==> src/rtl/core/rhc_pkg.sv <==
// Shared types, widths, constants and codes of the RGB hue color classifier.
package rhc_pkg;

  // Field widths
  localparam int RAW_W   = 10;
  localparam int GAIN_W  = 16;
  localparam int CH_W    = 14;
  localparam int HUE_W   = 13;
  localparam int SAT_W   = 13;
  localparam int CLS_W   = 2;
  localparam int FRAC_W  = 12;
  localparam int PROD_W  = RAW_W + GAIN_W;

  // Divider geometry: one quotient bit per cell, remainder wide enough for delta << 12
  localparam int QUO_W     = 13;
  localparam int REM_W     = CH_W + FRAC_W;
  localparam int DIV_STEPS = QUO_W;

  // Hue constants in 1/16 degree units
  localparam int HUE_SECTOR = 960;
  localparam int HUE_FULL   = 5760;
  localparam int HSUM_W     = HUE_W + 1;

  // Configuration port
  localparam int ADDR_W   = 6;
  localparam int DATA_W   = 64;
  localparam int GAINS_W  = 3 * GAIN_W;
  localparam int IDX_W    = 3;

  // Register indexes
  localparam logic [IDX_W-1:0] REG_GAINS   = 3'd0;
  localparam logic [IDX_W-1:0] REG_RED_LO  = 3'd1;
  localparam logic [IDX_W-1:0] REG_RED_HI  = 3'd2;
  localparam logic [IDX_W-1:0] REG_GRN_LO  = 3'd3;
  localparam logic [IDX_W-1:0] REG_GRN_HI  = 3'd4;
  localparam logic [IDX_W-1:0] REG_BLU_LO  = 3'd5;
  localparam logic [IDX_W-1:0] REG_BLU_HI  = 3'd6;

  // Register reset values
  localparam logic [GAINS_W-1:0] GAINS_RST  = 48'h1000_1000_1000;
  localparam logic [HUE_W-1:0]   RED_LO_RST = 13'd480;
  localparam logic [HUE_W-1:0]   RED_HI_RST = 13'd5280;
  localparam logic [HUE_W-1:0]   GRN_LO_RST = 13'd1440;
  localparam logic [HUE_W-1:0]   GRN_HI_RST = 13'd2880;
  localparam logic [HUE_W-1:0]   BLU_LO_RST = 13'd2880;
  localparam logic [HUE_W-1:0]   BLU_HI_RST = 13'd4320;

  // Color class codes
  localparam logic [CLS_W-1:0] CLS_NONE  = 2'd0;
  localparam logic [CLS_W-1:0] CLS_RED   = 2'd1;
  localparam logic [CLS_W-1:0] CLS_GREEN = 2'd2;
  localparam logic [CLS_W-1:0] CLS_BLUE  = 2'd3;

  // Hue sector codes (which channel holds the maximum)
  localparam logic [1:0] SEC_RED   = 2'd0;
  localparam logic [1:0] SEC_GREEN = 2'd1;
  localparam logic [1:0] SEC_BLUE  = 2'd2;

  // Hue band bounds handed to the classifier
  typedef struct packed {
    logic [HUE_W-1:0] red_lo;
    logic [HUE_W-1:0] red_hi;
    logic [HUE_W-1:0] grn_lo;
    logic [HUE_W-1:0] grn_hi;
    logic [HUE_W-1:0] blu_lo;
    logic [HUE_W-1:0] blu_hi;
  } band_cfg_t;

  // Word passed from one divider cell to the next
  typedef struct packed {
    logic             vld;
    logic [REM_W-1:0] rem_s;   // saturation remainder
    logic [QUO_W-1:0] q_s;     // saturation quotient
    logic [REM_W-1:0] rem_h;   // hue remainder
    logic [CH_W-1:0]  dvs_h;   // hue divisor (delta)
    logic [QUO_W-1:0] q_h;     // hue quotient
    logic [1:0]       sector;
    logic             neg;
    logic             zero;
    logic [CH_W-1:0]  mx;      // saturation divisor and brightness
  } div_cell_t;

  // Sector base hue
  function automatic logic [HSUM_W-1:0] sector_base(input logic [1:0] sec);
    logic [HSUM_W-1:0] base;
    case (sec)
      SEC_RED:   base = HSUM_W'(0);
      SEC_GREEN: base = HSUM_W'(2 * HUE_SECTOR);
      SEC_BLUE:  base = HSUM_W'(4 * HUE_SECTOR);
      default:   base = HSUM_W'(0);
    endcase
    return base;
  endfunction

endpackage

==> src/rtl/core/rhc_front.sv <==
// Front end: channel gain scaling, max/min/delta, sector pick and divider operands.
module rhc_front (
  input  logic                               clk,
  input  logic                               rst_n,
  input  logic                               acc,
  input  logic [rhc_pkg::RAW_W-1:0]          raw_red,
  input  logic [rhc_pkg::RAW_W-1:0]          raw_green,
  input  logic [rhc_pkg::RAW_W-1:0]          raw_blue,
  input  logic [rhc_pkg::GAINS_W-1:0]        gains,
  output rhc_pkg::div_cell_t                 cell_o
);

  localparam int RW = rhc_pkg::RAW_W;
  localparam int GW = rhc_pkg::GAIN_W;
  localparam int PW = rhc_pkg::PROD_W;
  localparam int CW = rhc_pkg::CH_W;
  localparam int FW = rhc_pkg::FRAC_W;
  localparam int MW = rhc_pkg::REM_W;
  localparam int QW = rhc_pkg::QUO_W;
  localparam int NW = CW + 10;   // width of 960 * diff

  // Scale stage
  logic [PW-1:0] prod_red, prod_grn, prod_blu;
  logic          a_vld_r;
  logic [CW-1:0] a_red_r, a_grn_r, a_blu_r;

  assign prod_red = {{GW{1'b0}}, raw_red}   * {{RW{1'b0}}, gains[GW-1:0]};
  assign prod_grn = {{GW{1'b0}}, raw_green} * {{RW{1'b0}}, gains[2*GW-1:GW]};
  assign prod_blu = {{GW{1'b0}}, raw_blue}  * {{RW{1'b0}}, gains[3*GW-1:2*GW]};

  // Truncate the Q14.12 products
  always_ff @(posedge clk) begin
    if (!rst_n) begin
      a_vld_r <= 1'b0;
    end else begin
      a_vld_r <= acc;
    end
  end

  always_ff @(posedge clk) begin
    a_red_r <= prod_red[PW-1:FW];
    a_grn_r <= prod_grn[PW-1:FW];
    a_blu_r <= prod_blu[PW-1:FW];
  end

  // Max/min stage; red wins ties over green, green over blue
  logic [CW-1:0] mx_nxt, mn_nxt, op_a, op_b;
  logic [1:0]    sec_nxt;
  logic          b_vld_r, b_neg_r;
  logic [CW-1:0] b_mx_r, b_delta_r, b_diff_r;
  logic [1:0]    b_sec_r;

  always_comb begin
    mx_nxt = a_red_r;
    if (a_grn_r > mx_nxt) mx_nxt = a_grn_r;
    if (a_blu_r > mx_nxt) mx_nxt = a_blu_r;
    mn_nxt = a_red_r;
    if (a_grn_r < mn_nxt) mn_nxt = a_grn_r;
    if (a_blu_r < mn_nxt) mn_nxt = a_blu_r;
    if (a_red_r == mx_nxt) begin
      sec_nxt = rhc_pkg::SEC_RED;
      op_a    = a_grn_r;
      op_b    = a_blu_r;
    end else if (a_grn_r == mx_nxt) begin
      sec_nxt = rhc_pkg::SEC_GREEN;
      op_a    = a_blu_r;
      op_b    = a_red_r;
    end else begin
      sec_nxt = rhc_pkg::SEC_BLUE;
      op_a    = a_red_r;
      op_b    = a_grn_r;
    end
  end

  always_ff @(posedge clk) begin
    if (!rst_n) begin
      b_vld_r <= 1'b0;
    end else begin
      b_vld_r <= a_vld_r;
    end
  end

  always_ff @(posedge clk) begin
    b_mx_r    <= mx_nxt;
    b_delta_r <= mx_nxt - mn_nxt;
    b_neg_r   <= (op_a < op_b);
    b_diff_r  <= (op_a < op_b) ? (op_b - op_a) : (op_a - op_b);
    b_sec_r   <= sec_nxt;
  end

  // Operand stage: delta << 12 over max, 960 * diff over delta
  logic [NW-1:0] hue_num;
  logic          c_vld_r;
  rhc_pkg::div_cell_t c_cell_r;

  assign hue_num = {b_diff_r, 10'b0} - {4'b0, b_diff_r, 6'b0};

  always_ff @(posedge clk) begin
    if (!rst_n) begin
      c_vld_r <= 1'b0;
    end else begin
      c_vld_r <= b_vld_r;
    end
  end

  always_ff @(posedge clk) begin
    c_cell_r.vld    <= 1'b0;
    c_cell_r.rem_s  <= {b_delta_r, {FW{1'b0}}};
    c_cell_r.q_s    <= '0;
    c_cell_r.rem_h  <= {{(MW-NW){1'b0}}, hue_num};
    c_cell_r.dvs_h  <= b_delta_r;
    c_cell_r.q_h    <= {QW{1'b0}};
    c_cell_r.sector <= b_sec_r;
    c_cell_r.neg    <= b_neg_r;
    c_cell_r.zero   <= (b_delta_r == '0);
    c_cell_r.mx     <= b_mx_r;
  end

  always_comb begin
    cell_o     = c_cell_r;
    cell_o.vld = c_vld_r;
  end

endmodule

==> src/rtl/core/rhc_div_cell.sv <==
// Divider cell: one restoring step for both the saturation and the hue quotient.
module rhc_div_cell #(
  parameter int STEP = 0
) (
  input  logic               clk,
  input  logic               rst_n,
  input  rhc_pkg::div_cell_t cell_i,
  output rhc_pkg::div_cell_t cell_o
);

  localparam int MW = rhc_pkg::REM_W;
  localparam int CW = rhc_pkg::CH_W;

  logic [MW-1:0]      sh_s, sh_h;
  rhc_pkg::div_cell_t cell_nxt;
  rhc_pkg::div_cell_t data_r;
  logic               vld_r;

  // Divisors aligned to this quotient bit
  assign sh_s = {{(MW-CW){1'b0}}, cell_i.mx}    << STEP;
  assign sh_h = {{(MW-CW){1'b0}}, cell_i.dvs_h} << STEP;

  // Subtract where the aligned divisor fits
  always_comb begin
    cell_nxt = cell_i;
    if (cell_i.rem_s >= sh_s) begin
      cell_nxt.rem_s   = cell_i.rem_s - sh_s;
      cell_nxt.q_s[STEP] = 1'b1;
    end
    if (cell_i.rem_h >= sh_h) begin
      cell_nxt.rem_h   = cell_i.rem_h - sh_h;
      cell_nxt.q_h[STEP] = 1'b1;
    end
  end

  always_ff @(posedge clk) begin
    if (!rst_n) begin
      vld_r <= 1'b0;
    end else begin
      vld_r <= cell_i.vld;
    end
  end

  always_ff @(posedge clk) begin
    data_r <= cell_nxt;
  end

  always_comb begin
    cell_o     = data_r;
    cell_o.vld = vld_r;
  end

endmodule

==> src/rtl/core/rhc_back.sv <==
// Back end: hue assembly and wrap, grey handling, band classification and result register.
module rhc_back (
  input  logic                          clk,
  input  logic                          rst_n,
  input  rhc_pkg::div_cell_t            cell_i,
  input  rhc_pkg::band_cfg_t            bands,
  output logic                          out_valid,
  output logic [rhc_pkg::CLS_W-1:0]     out_color_class,
  output logic [rhc_pkg::HUE_W-1:0]     out_hue,
  output logic [rhc_pkg::SAT_W-1:0]     out_saturation,
  output logic [rhc_pkg::CH_W-1:0]      out_brightness
);

  localparam int SW = rhc_pkg::HSUM_W;
  localparam int HW = rhc_pkg::HUE_W;
  localparam int QW = rhc_pkg::QUO_W;
  localparam logic [SW-1:0] FULL = SW'(rhc_pkg::HUE_FULL);

  // Hue assembly stage
  logic [SW-1:0] base, qc, hsum, hwrap;
  logic          h_vld_r;
  logic [HW-1:0] h_hue_r;
  logic [QW-1:0] h_sat_r;
  logic [rhc_pkg::CH_W-1:0] h_mx_r;

  assign base = rhc_pkg::sector_base(cell_i.sector);

  // Negative side rounds the quotient up: bump it when a remainder is left
  always_comb begin
    qc = {{(SW-QW){1'b0}}, cell_i.q_h};
    if (cell_i.neg && (cell_i.rem_h != '0)) qc = qc + SW'(1);
    if (cell_i.neg) hsum = base + FULL - qc;
    else            hsum = base + qc;
    hwrap = (hsum >= FULL) ? (hsum - FULL) : hsum;
  end

  always_ff @(posedge clk) begin
    if (!rst_n) begin
      h_vld_r <= 1'b0;
    end else begin
      h_vld_r <= cell_i.vld;
    end
  end

  // Grey or black: hue and saturation are zero
  always_ff @(posedge clk) begin
    h_hue_r <= cell_i.zero ? '0 : hwrap[HW-1:0];
    h_sat_r <= cell_i.zero ? '0 : cell_i.q_s;
    h_mx_r  <= cell_i.mx;
  end

  // Classification stage: red test first, then green, then blue
  logic [rhc_pkg::CLS_W-1:0] cls_nxt;
  logic                      valid_r;
  logic [rhc_pkg::CLS_W-1:0] cls_r;
  logic [HW-1:0]             hue_r;
  logic [QW-1:0]             sat_r;
  logic [rhc_pkg::CH_W-1:0]  bright_r;

  always_comb begin
    if (h_hue_r < bands.red_lo || h_hue_r > bands.red_hi) begin
      cls_nxt = rhc_pkg::CLS_RED;
    end else if (h_hue_r > bands.grn_lo && h_hue_r < bands.grn_hi) begin
      cls_nxt = rhc_pkg::CLS_GREEN;
    end else if (h_hue_r > bands.blu_lo && h_hue_r < bands.blu_hi) begin
      cls_nxt = rhc_pkg::CLS_BLUE;
    end else begin
      cls_nxt = rhc_pkg::CLS_NONE;
    end
  end

  always_ff @(posedge clk) begin
    if (!rst_n) begin
      valid_r <= 1'b0;
    end else begin
      valid_r <= h_vld_r;
    end
  end

  always_ff @(posedge clk) begin
    cls_r    <= cls_nxt;
    hue_r    <= h_hue_r;
    sat_r    <= h_sat_r;
    bright_r <= h_mx_r;
  end

  assign out_valid       = valid_r;
  assign out_color_class = cls_r;
  assign out_hue         = hue_r;
  assign out_saturation  = sat_r;
  assign out_brightness  = bright_r;

endmodule

==> src/rtl/core/rgb_hue_color_classifier.sv <==
// Top level of the RGB hue color classifier: register port, front end, divider chain, back end.
// Path: a start transfer reaches out_valid through the scale, max/min and operand stages,
// the 13 divider cells, and the hue and classify stages.
// Throughput: one sample per cycle; busy stays low, the 13-cell divider chain is fully pipelined.
// Each result is shown for exactly one cycle; the receiver cannot stall it.
// Reset (rst_n low, synchronous) empties the pipeline and loads the register reset values.
module rgb_hue_color_classifier (
  input  logic                           clk,
  input  logic                           rst_n,
  // Command channel
  input  logic                           start,
  output logic                           busy,
  input  logic [rhc_pkg::RAW_W-1:0]      in_raw_red,
  input  logic [rhc_pkg::RAW_W-1:0]      in_raw_green,
  input  logic [rhc_pkg::RAW_W-1:0]      in_raw_blue,
  // Result channel
  output logic                           out_valid,
  output logic [rhc_pkg::CLS_W-1:0]      out_color_class,
  output logic [rhc_pkg::HUE_W-1:0]      out_hue,
  output logic [rhc_pkg::SAT_W-1:0]      out_saturation,
  output logic [rhc_pkg::CH_W-1:0]       out_brightness,
  // Register port
  input  logic                           psel,
  input  logic                           penable,
  input  logic                           pwrite,
  input  logic [rhc_pkg::ADDR_W-1:0]     paddr,
  input  logic [rhc_pkg::DATA_W-1:0]     pwdata,
  output logic [rhc_pkg::DATA_W-1:0]     prdata,
  output logic                           pready
);

  localparam int DW = rhc_pkg::DATA_W;
  localparam int GW = rhc_pkg::GAINS_W;
  localparam int HW = rhc_pkg::HUE_W;
  localparam int NS = rhc_pkg::DIV_STEPS;
  localparam int IW = rhc_pkg::IDX_W;

  // Registers
  logic [GW-1:0] gains_r;
  logic [HW-1:0] red_lo_r, red_hi_r, grn_lo_r, grn_hi_r, blu_lo_r, blu_hi_r;
  logic          wr_en;
  logic [IW-1:0] reg_idx;

  assign pready  = 1'b1;
  assign busy    = 1'b0;
  assign reg_idx = paddr[rhc_pkg::ADDR_W-1:rhc_pkg::ADDR_W-IW];
  assign wr_en   = psel && penable && pwrite && pready;

  // Write on the access cycle; indexes beyond the list drop the transfer
  always_ff @(posedge clk) begin
    if (!rst_n) begin
      gains_r  <= rhc_pkg::GAINS_RST;
      red_lo_r <= rhc_pkg::RED_LO_RST;
      red_hi_r <= rhc_pkg::RED_HI_RST;
      grn_lo_r <= rhc_pkg::GRN_LO_RST;
      grn_hi_r <= rhc_pkg::GRN_HI_RST;
      blu_lo_r <= rhc_pkg::BLU_LO_RST;
      blu_hi_r <= rhc_pkg::BLU_HI_RST;
    end else if (wr_en) begin
      case (reg_idx)
        rhc_pkg::REG_GAINS:  gains_r  <= pwdata[GW-1:0];
        rhc_pkg::REG_RED_LO: red_lo_r <= pwdata[HW-1:0];
        rhc_pkg::REG_RED_HI: red_hi_r <= pwdata[HW-1:0];
        rhc_pkg::REG_GRN_LO: grn_lo_r <= pwdata[HW-1:0];
        rhc_pkg::REG_GRN_HI: grn_hi_r <= pwdata[HW-1:0];
        rhc_pkg::REG_BLU_LO: blu_lo_r <= pwdata[HW-1:0];
        rhc_pkg::REG_BLU_HI: blu_hi_r <= pwdata[HW-1:0];
        default: ;
      endcase
    end
  end

  // Read back
  always_comb begin
    case (reg_idx)
      rhc_pkg::REG_GAINS:  prdata = {{(DW-GW){1'b0}}, gains_r};
      rhc_pkg::REG_RED_LO: prdata = {{(DW-HW){1'b0}}, red_lo_r};
      rhc_pkg::REG_RED_HI: prdata = {{(DW-HW){1'b0}}, red_hi_r};
      rhc_pkg::REG_GRN_LO: prdata = {{(DW-HW){1'b0}}, grn_lo_r};
      rhc_pkg::REG_GRN_HI: prdata = {{(DW-HW){1'b0}}, grn_hi_r};
      rhc_pkg::REG_BLU_LO: prdata = {{(DW-HW){1'b0}}, blu_lo_r};
      rhc_pkg::REG_BLU_HI: prdata = {{(DW-HW){1'b0}}, blu_hi_r};
      default:             prdata = '0;
    endcase
  end

  rhc_pkg::band_cfg_t bands;

  assign bands = '{red_lo: red_lo_r, red_hi: red_hi_r, grn_lo: grn_lo_r,
                   grn_hi: grn_hi_r, blu_lo: blu_lo_r, blu_hi: blu_hi_r};

  // Datapath
  rhc_pkg::div_cell_t link [NS+1];

  rhc_front u_front (
    .clk       (clk),
    .rst_n     (rst_n),
    .acc       (start && !busy),
    .raw_red   (in_raw_red),
    .raw_green (in_raw_green),
    .raw_blue  (in_raw_blue),
    .gains     (gains_r),
    .cell_o    (link[0])
  );

  // Divider chain, most significant quotient bit first
  for (genvar i = 0; i < NS; i++) begin : g_cell
    rhc_div_cell #(
      .STEP (NS - 1 - i)
    ) u_cell (
      .clk    (clk),
      .rst_n  (rst_n),
      .cell_i (link[i]),
      .cell_o (link[i+1])
    );
  end

  rhc_back u_back (
    .clk             (clk),
    .rst_n           (rst_n),
    .cell_i          (link[NS]),
    .bands           (bands),
    .out_valid       (out_valid),
    .out_color_class (out_color_class),
    .out_hue         (out_hue),
    .out_saturation  (out_saturation),
    .out_brightness  (out_brightness)
  );

endmodule

==> config.mk <==
export PLATFORM = sky130hd
export DESIGN_NAME = rgb_hue_color_classifier
export DESIGN_NICKNAME = d
export VERILOG_FILES = /design/src/rtl/core/rhc_pkg.sv /design/src/rtl/core/rhc_front.sv /design/src/rtl/core/rhc_div_cell.sv /design/src/rtl/core/rhc_back.sv /design/src/rtl/core/rgb_hue_color_classifier.sv
export SDC_FILE = /design/constraint.sdc
export NUM_CORES = 2
export LEC_CHECK = 0
export BUFFER_PORTS_ARGS = -buffer_cell sky130_fd_sc_hd__buf_2
export CORE_UTILIZATION = 42
export DETAILED_ROUTE_END_ITERATION = 10
export GPL_TIMING_DRIVEN = 0
export PLACE_DENSITY = 0.55
export SLEW_MARGIN = 20
export SYNTH_ARGS = -nofsm -noshare
export SYNTH_HDL_FRONTEND = slang
export SYNTH_SLANG_ARGS = --single-unit
==> constraint.sdc <==
create_clock -name clk -period 12.6 [get_ports clk]
set_input_delay 1.26 -clock clk [delete_from_list [all_inputs] [get_ports clk]]
set_output_delay 1.26 -clock clk [all_outputs]
set_load 0.05 [all_outputs]
# Yosys cells after proc, flatten, opt, wreduce, memory -nomap -nowiden
# Cells that the tools add are included.
# word_totals
register_bits,1603
in_bits,106
wordCells,331
# classes
add_sub_neg,34
multipliers,3
n_lt_le_gt_ge,38
n_eq_ne,10
mux,43
n_reduce_logical,16
# op_table
cell,n
26-bit two-way mux,23
48-bit case mux with 7 select lines,1
14-bit two-way mux,11
10-bit by 16-bit multiplier with 26-bit output,3
14-bit subtractor,4
26-bit by 14-bit >= comparator with 1-bit output,2
26-bit by 15-bit >= comparator with 1-bit output,2
26-bit by 16-bit >= comparator with 1-bit output,2
26-bit by 17-bit >= comparator with 1-bit output,2
26-bit by 18-bit >= comparator with 1-bit output,2
26-bit by 19-bit >= comparator with 1-bit output,2
26-bit by 20-bit >= comparator with 1-bit output,2
26-bit by 21-bit >= comparator with 1-bit output,2
26-bit by 22-bit >= comparator with 1-bit output,2
26-bit by 23-bit >= comparator with 1-bit output,2
26-bit by 24-bit >= comparator with 1-bit output,2
26-bit by 25-bit >= comparator with 1-bit output,2
26-bit by 15-bit subtractor with 26-bit output,2
26-bit by 16-bit subtractor with 26-bit output,2
26-bit by 17-bit subtractor with 26-bit output,2
26-bit by 18-bit subtractor with 26-bit output,2
26-bit by 19-bit subtractor with 26-bit output,2
26-bit by 20-bit subtractor with 26-bit output,2
26-bit by 21-bit subtractor with 26-bit output,2
37 further kinds,64

# Longest topological paths before layout
# depth
ltp_word,9
depth_mapped,43
mapped_depth_nobuf,35

# Cells and area by module
# A second synthesis with hierarchy kept.
# unflattened
cells_unflattened,9438
area_unflattened_um2,91494.0
# by_module_without_submodules
module,instances,cells_each,area_per_inst_um2,seq_area_each_um2
rhc_front,1,2533,22585.4,2802.7
rgb_hue_color_classifier,1,658,5959.5,2522.4
rhc_back,1,606,5489.0,1681.6
rhc_div_cell at g_cell[12].u_cell,1,490,4705.8,2222.1
rhc_div_cell at g_cell[11].u_cell,1,461,4556.9,2222.1
rhc_div_cell at g_cell[8].u_cell,1,464,4550.6,2222.1
rhc_div_cell at g_cell[10].u_cell,1,452,4508.1,2222.1
rhc_div_cell at g_cell[4].u_cell,1,429,4420.5,2222.1
rhc_div_cell at g_cell[9].u_cell,1,437,4410.5,2222.1
rhc_div_cell at g_cell[2].u_cell,1,423,4405.5,2222.1
rhc_div_cell at g_cell[5].u_cell,1,412,4391.7,2222.1
rhc_div_cell at g_cell[0].u_cell,1,407,4375.4,2222.1
rhc_div_cell at g_cell[6].u_cell,1,443,4362.9,2222.1
rhc_div_cell at g_cell[7].u_cell,1,422,4271.6,2222.1
2 more rows,--,--,--,--

# Least setup slack after synthesis
# OpenSTA, ideal clock, no wires.
# synth_path
path_kind,reg2reg
from,register u_front.a_grn_r[0]
to,register u_front.b_diff_r[1]
setup_ns,0.121
arrival_ns,8.452
t_required_ns,12.479
path_slack_ns,4.027
stages_incl_launch_ff,41
path_buffers,7
synth_period_minus_slack_ns,8.573
path_cell_list,dfxtp_1 -> clkbuf_1 -> inv_1 -> ha_1 -> nand2b_1 -> a21oi_1 -> o31a_1 -> o21bai_1 -> a21boi_1 -> clkbuf_1 -> clkbuf_1 -> clkbuf_1 -> nor2_1 -> a21oi_1 -> ha_1 -> a21o_1 -> a21oi_1 -> o221ai_1 -> (+5 left out) -> o2111ai_1 -> nor3_1 -> buf_2 -> mux2_2 -> mux2i_1 -> ha_1 -> inv_1 -> fa_1 -> a21o_1 -> a21o_1 -> a21o_1 -> a21o_1 -> a21o_1 -> a211oi_1 -> o21bai_1 -> a21oi_2 -> clkbuf_1 -> mux2_2
# synth_via
elab_chain_len,9
# synth_lines
item,line_no,source
"start, declared",rhc_front.sv:25,"logic [CW-1:0] a_red_r, a_grn_r, a_blu_r;"
"start signal, assigned",rhc_front.sv:42,a_grn_r <= prod_grn[PW-1:FW];
14-bit > comparator,rhc_front.sv:55,if (a_grn_r > mx_nxt) mx_nxt = a_grn_r;
14-bit two-way mux,rhc_front.sv:55,
14-bit > comparator,rhc_front.sv:56,if (a_blu_r > mx_nxt) mx_nxt = a_blu_r;
14-bit two-way mux,rhc_front.sv:56,
14-bit == test,rhc_front.sv:64,end else if (a_grn_r == mx_nxt) begin
14-bit two-way mux,rhc_front.sv:64,
14-bit two-way mux,rhc_front.sv:60,if (a_red_r == mx_nxt) begin
14-bit subtractor or 14-bit < comparator (tied branches),rhc_front.sv:87,b_diff_r <= (op_a < op_b) ? (op_b - op_a) : (op_a - op_b);
14-bit two-way mux (*),rhc_front.sv:87,
"end signal, assigned",rhc_front.sv:87,
"end, declared",rhc_front.sv:50,"logic [CW-1:0] b_mx_r, b_delta_r, b_diff_r;"
# Mark *: on every way between the ends. The rest lies on a longest branch, timed or not.
# A chain may end at the register's enable or synchronous reset.

# Final worst setup path
# layout_path
from,register u_front.a_red_r[9]
to,register u_front.b_diff_r[3]
# layout_via
elab_chain_len,9
# layout_lines
item,line_no,source
"start, declared",rhc_front.sv:25,
"start signal, assigned",rhc_front.sv:41,a_red_r <= prod_red[PW-1:FW];
14-bit > comparator,rhc_front.sv:55,
14-bit two-way mux,rhc_front.sv:55,
14-bit > comparator,rhc_front.sv:56,
14-bit two-way mux,rhc_front.sv:56,
14-bit == test,rhc_front.sv:64,
14-bit two-way mux,rhc_front.sv:64,
14-bit two-way mux,rhc_front.sv:60,
14-bit subtractor or 14-bit < comparator (tied branches),rhc_front.sv:87,
14-bit two-way mux (*),rhc_front.sv:87,
# Marked as above.

==> flow_summary.ini <==
[run_status]
status = complete, no violations

[placement]
placed_cell_area_um2 = 82600
pre_cts_slack_ns = 0.823
gp_congestion = 0.928
io_buffer_count = 174
hpwl_um = 155000
dp_cells = 11200

[timing]
finalCriticalPeriod_ns = 11.90
worst_slack_ns = 0.698
finalMaxSlewViolations = 0
max_freq_ghz = 0.0840
rsz0062_at_grt = false
tightest_slew_ns = 1.17
clock_skew_ns = 0.0332
relSlewSlack_pct = 21.6
period_share_pct = 94.5
hold_violations = 0
final.setup.tns_ns = 0
hold_slack_ns = 0.310
finalSetupViolCount = 0

[floorplan]
start_util_pct = 42.3
dieArea_um2 = 189000
die-height_um = 435
core_area_um2 = 186000
io_pins = 215
die_w_um = 435
rows = 158

[synthesis]
synth.avg_cell_area_um2 = 9.23
netlist_instances = 8515
ys.flop_type = dfxtp_1
synth-async-reset-ratio_pct = 0
yosys_register_bits = 1462
synth_edf_count = 0
ys_seq_area_share_pct = 37.2
synth.distinct_cells = 93
ys_warn_count = 0
netlist_area_um2 = 78600

[global_route]
antenna_found_initial = 4
grt_overflow_total = 0
grt_pass1_wl_um = 314000
grtUsageTotal_pct = 20.8
grt_max_degree = 17
grt_pass1_vias = 59200

[detailed_routing]
drtIter0Drc = 3281
drt_wl_total_um = 195000
avgViaCountPerCell = 5.04
drc = 0
ant_nets = 0
wl_per_cell_um = 17.0
num_vias = 57900
drtPass1Iterations = 6

[clock_network]
clk_pin_slew_ns = 0.06
clock_path_buffers = 3
cts_buffers = 161
post_cts.repair.setup_buffers = 0
cts_resized = 0
holdBufCountCts = 0
cts_root_buffer = clkbuf_16
clock_sinks = 1462
cts_tree = done
clkLatencyLatePin_ns = 0.80
cts_max_level = 4

[worst_setup_path]
crit_slowest_cell = clkbuf_1
start_kind = flip-flop
end_kind = flip-flop
cp.required_ns = 13.26
cp_max_fo = 10
r2r_start = u_front.a_red_r[9]
cp-startpoint = u_front.a_red_r[9]
crit_type = flip-flop to flip-flop
slowest_delay_ns = 0.68
critPathArrivalTime_ns = 12.56

[layout]
drive_gt1_share_pct = 7.24
stdcell_area_um2 = 88300
fin_nets = 10100
final_core_util_pct = 47.6
instances_no_fill = 11500
layout-area-overhead-vs-synth_pct = 12.4

[min_path]
hp-start = g_cell[6].u_cell.cell_o[24]
hp-class = flip-flop to flip-flop

[pwr]
ir_worst_vdd_v = 0.000206
leakagePower_nw = 40.0
power.density_nw_per_um2 = 297
total_power_mw = 26.2

[flow_run]
maxCapViolCount = 0
cells by family after synthesis:
kind of cell | after synthesis | synth area share, %
adders and majority gates | 1082 | 20.6
muxes | 233 | 3.26
buffers and inverters | 1285 | 6.27
AOI/OAI and AO/OA | 1497 | 12.3
xor gates and xnor gates | 455 | 5.07
DFF | 1462 | 37.2
other | 2 | 0.00956
and+or+nand+nor | 2499 | 15.2
worst max-delay path: cells and delay by family, from the launching register on:
kind                     cells  cell delay, ns
flip-flops                   1            0.63
AND/OR/NAND/NOR              3            0.73
AO/OA/AOI/OAI               20            4.45
adder cells (fa/ha/maj)      4            1.27
XOR/XNOR                     1            0.37
buffers and inverters        9            3.78
multiplexers                 2            0.52
metal layers:
layer | up-vias | wire [um] | share of wire [%] | track usage [%]
met4 | 0 | 6640 | 3.4 | 7.80
li1 | 29100 | - | - | -
met5 | - | 0 | 0 | 0
met2 | 1151 | 93400 | 48 | 36.1
met3 | 347 | 7540 | 3.9 | 2.53
met1 | 27400 | 87800 | 45 | 26.3
area by class of cell:
cell class                 count  area [um^2]
sequential                  1462        29300
antenna                        7         17.5
multi-input combinational   5784        44500
inverter                    1017         3820
fill                       17500        97300
clock buffer                 228         4670
clock inverter                71          980
buffer                       268         1110
tap                         2480         3100
timing repair buffer         174          871
placed cells by master, fill, tap and decap left out, types with 183 or more instances in the layout:
cell	instances
ha_1	726
clkbuf_1	254
and2_1	295
a21boi_0	183
a21oi_1	391
buf_2	184
inv_1	1012
dfxtp_1	1461
nand2_1	884
nor2_1	527
o21ai_0	329
xnor2_1	271
fa_1	356
xor2_1	184
Yosys cell counts (all sizes together) (65+ instances only):
master,instances,area share [%]
ha,726,12
xor2,184,2.1
nor2,527,2.5
o21ai,336,2.1
dfxtp,1462,37
nand2b,84,0.67
o21a,65,0.62
inv,1012,4.8
nand2,884,4.2
a21boi,184,1.8
a21o,170,1.6
mux2,121,1.7
a21oi,393,2.5
nand4,85,0.68
xnor2,271,3.0
clkbuf,227,1.1
nand3,115,0.73
mux2i,106,1.4
fa,356,9.1
nor3,149,0.95
nor2b,112,0.89
nor4,65,0.52
and2,295,2.3
state kept, by name (all words and copies together), names as in the netlist, 14 cells and up:
register,flops
u_front.a_red_r,14
u_back.out_brightness,14
u_front.a_blu_r,14
gains_r,48
g_cell.u_cell.cell_o,1099
u_front.b_delta_r,14
u_front.cell_o,50
u_front.b_mx_r,14
u_front.b_diff_r,14
u_front.a_grn_r,14
u_back.h_mx_r,14
report_power, final:
part | switching, mW | internal, mW
Combinational | 7.31 | 5.88
Clock | 1.94 | 2.94
Sequential | 1.35 | 6.81
final timing paths:
check	slack [ns]	cells past startpoint	to
min reg2reg	0.31	0	g_cell[7].u_cell.cell_o[24]
max	0.70	39	u_front.b_diff_r[3]
max reg2reg	0.70	39	u_front.b_diff_r[3]
min	0.31	0	g_cell[7].u_cell.cell_o[24]
(Power assumes the default switching activity.)
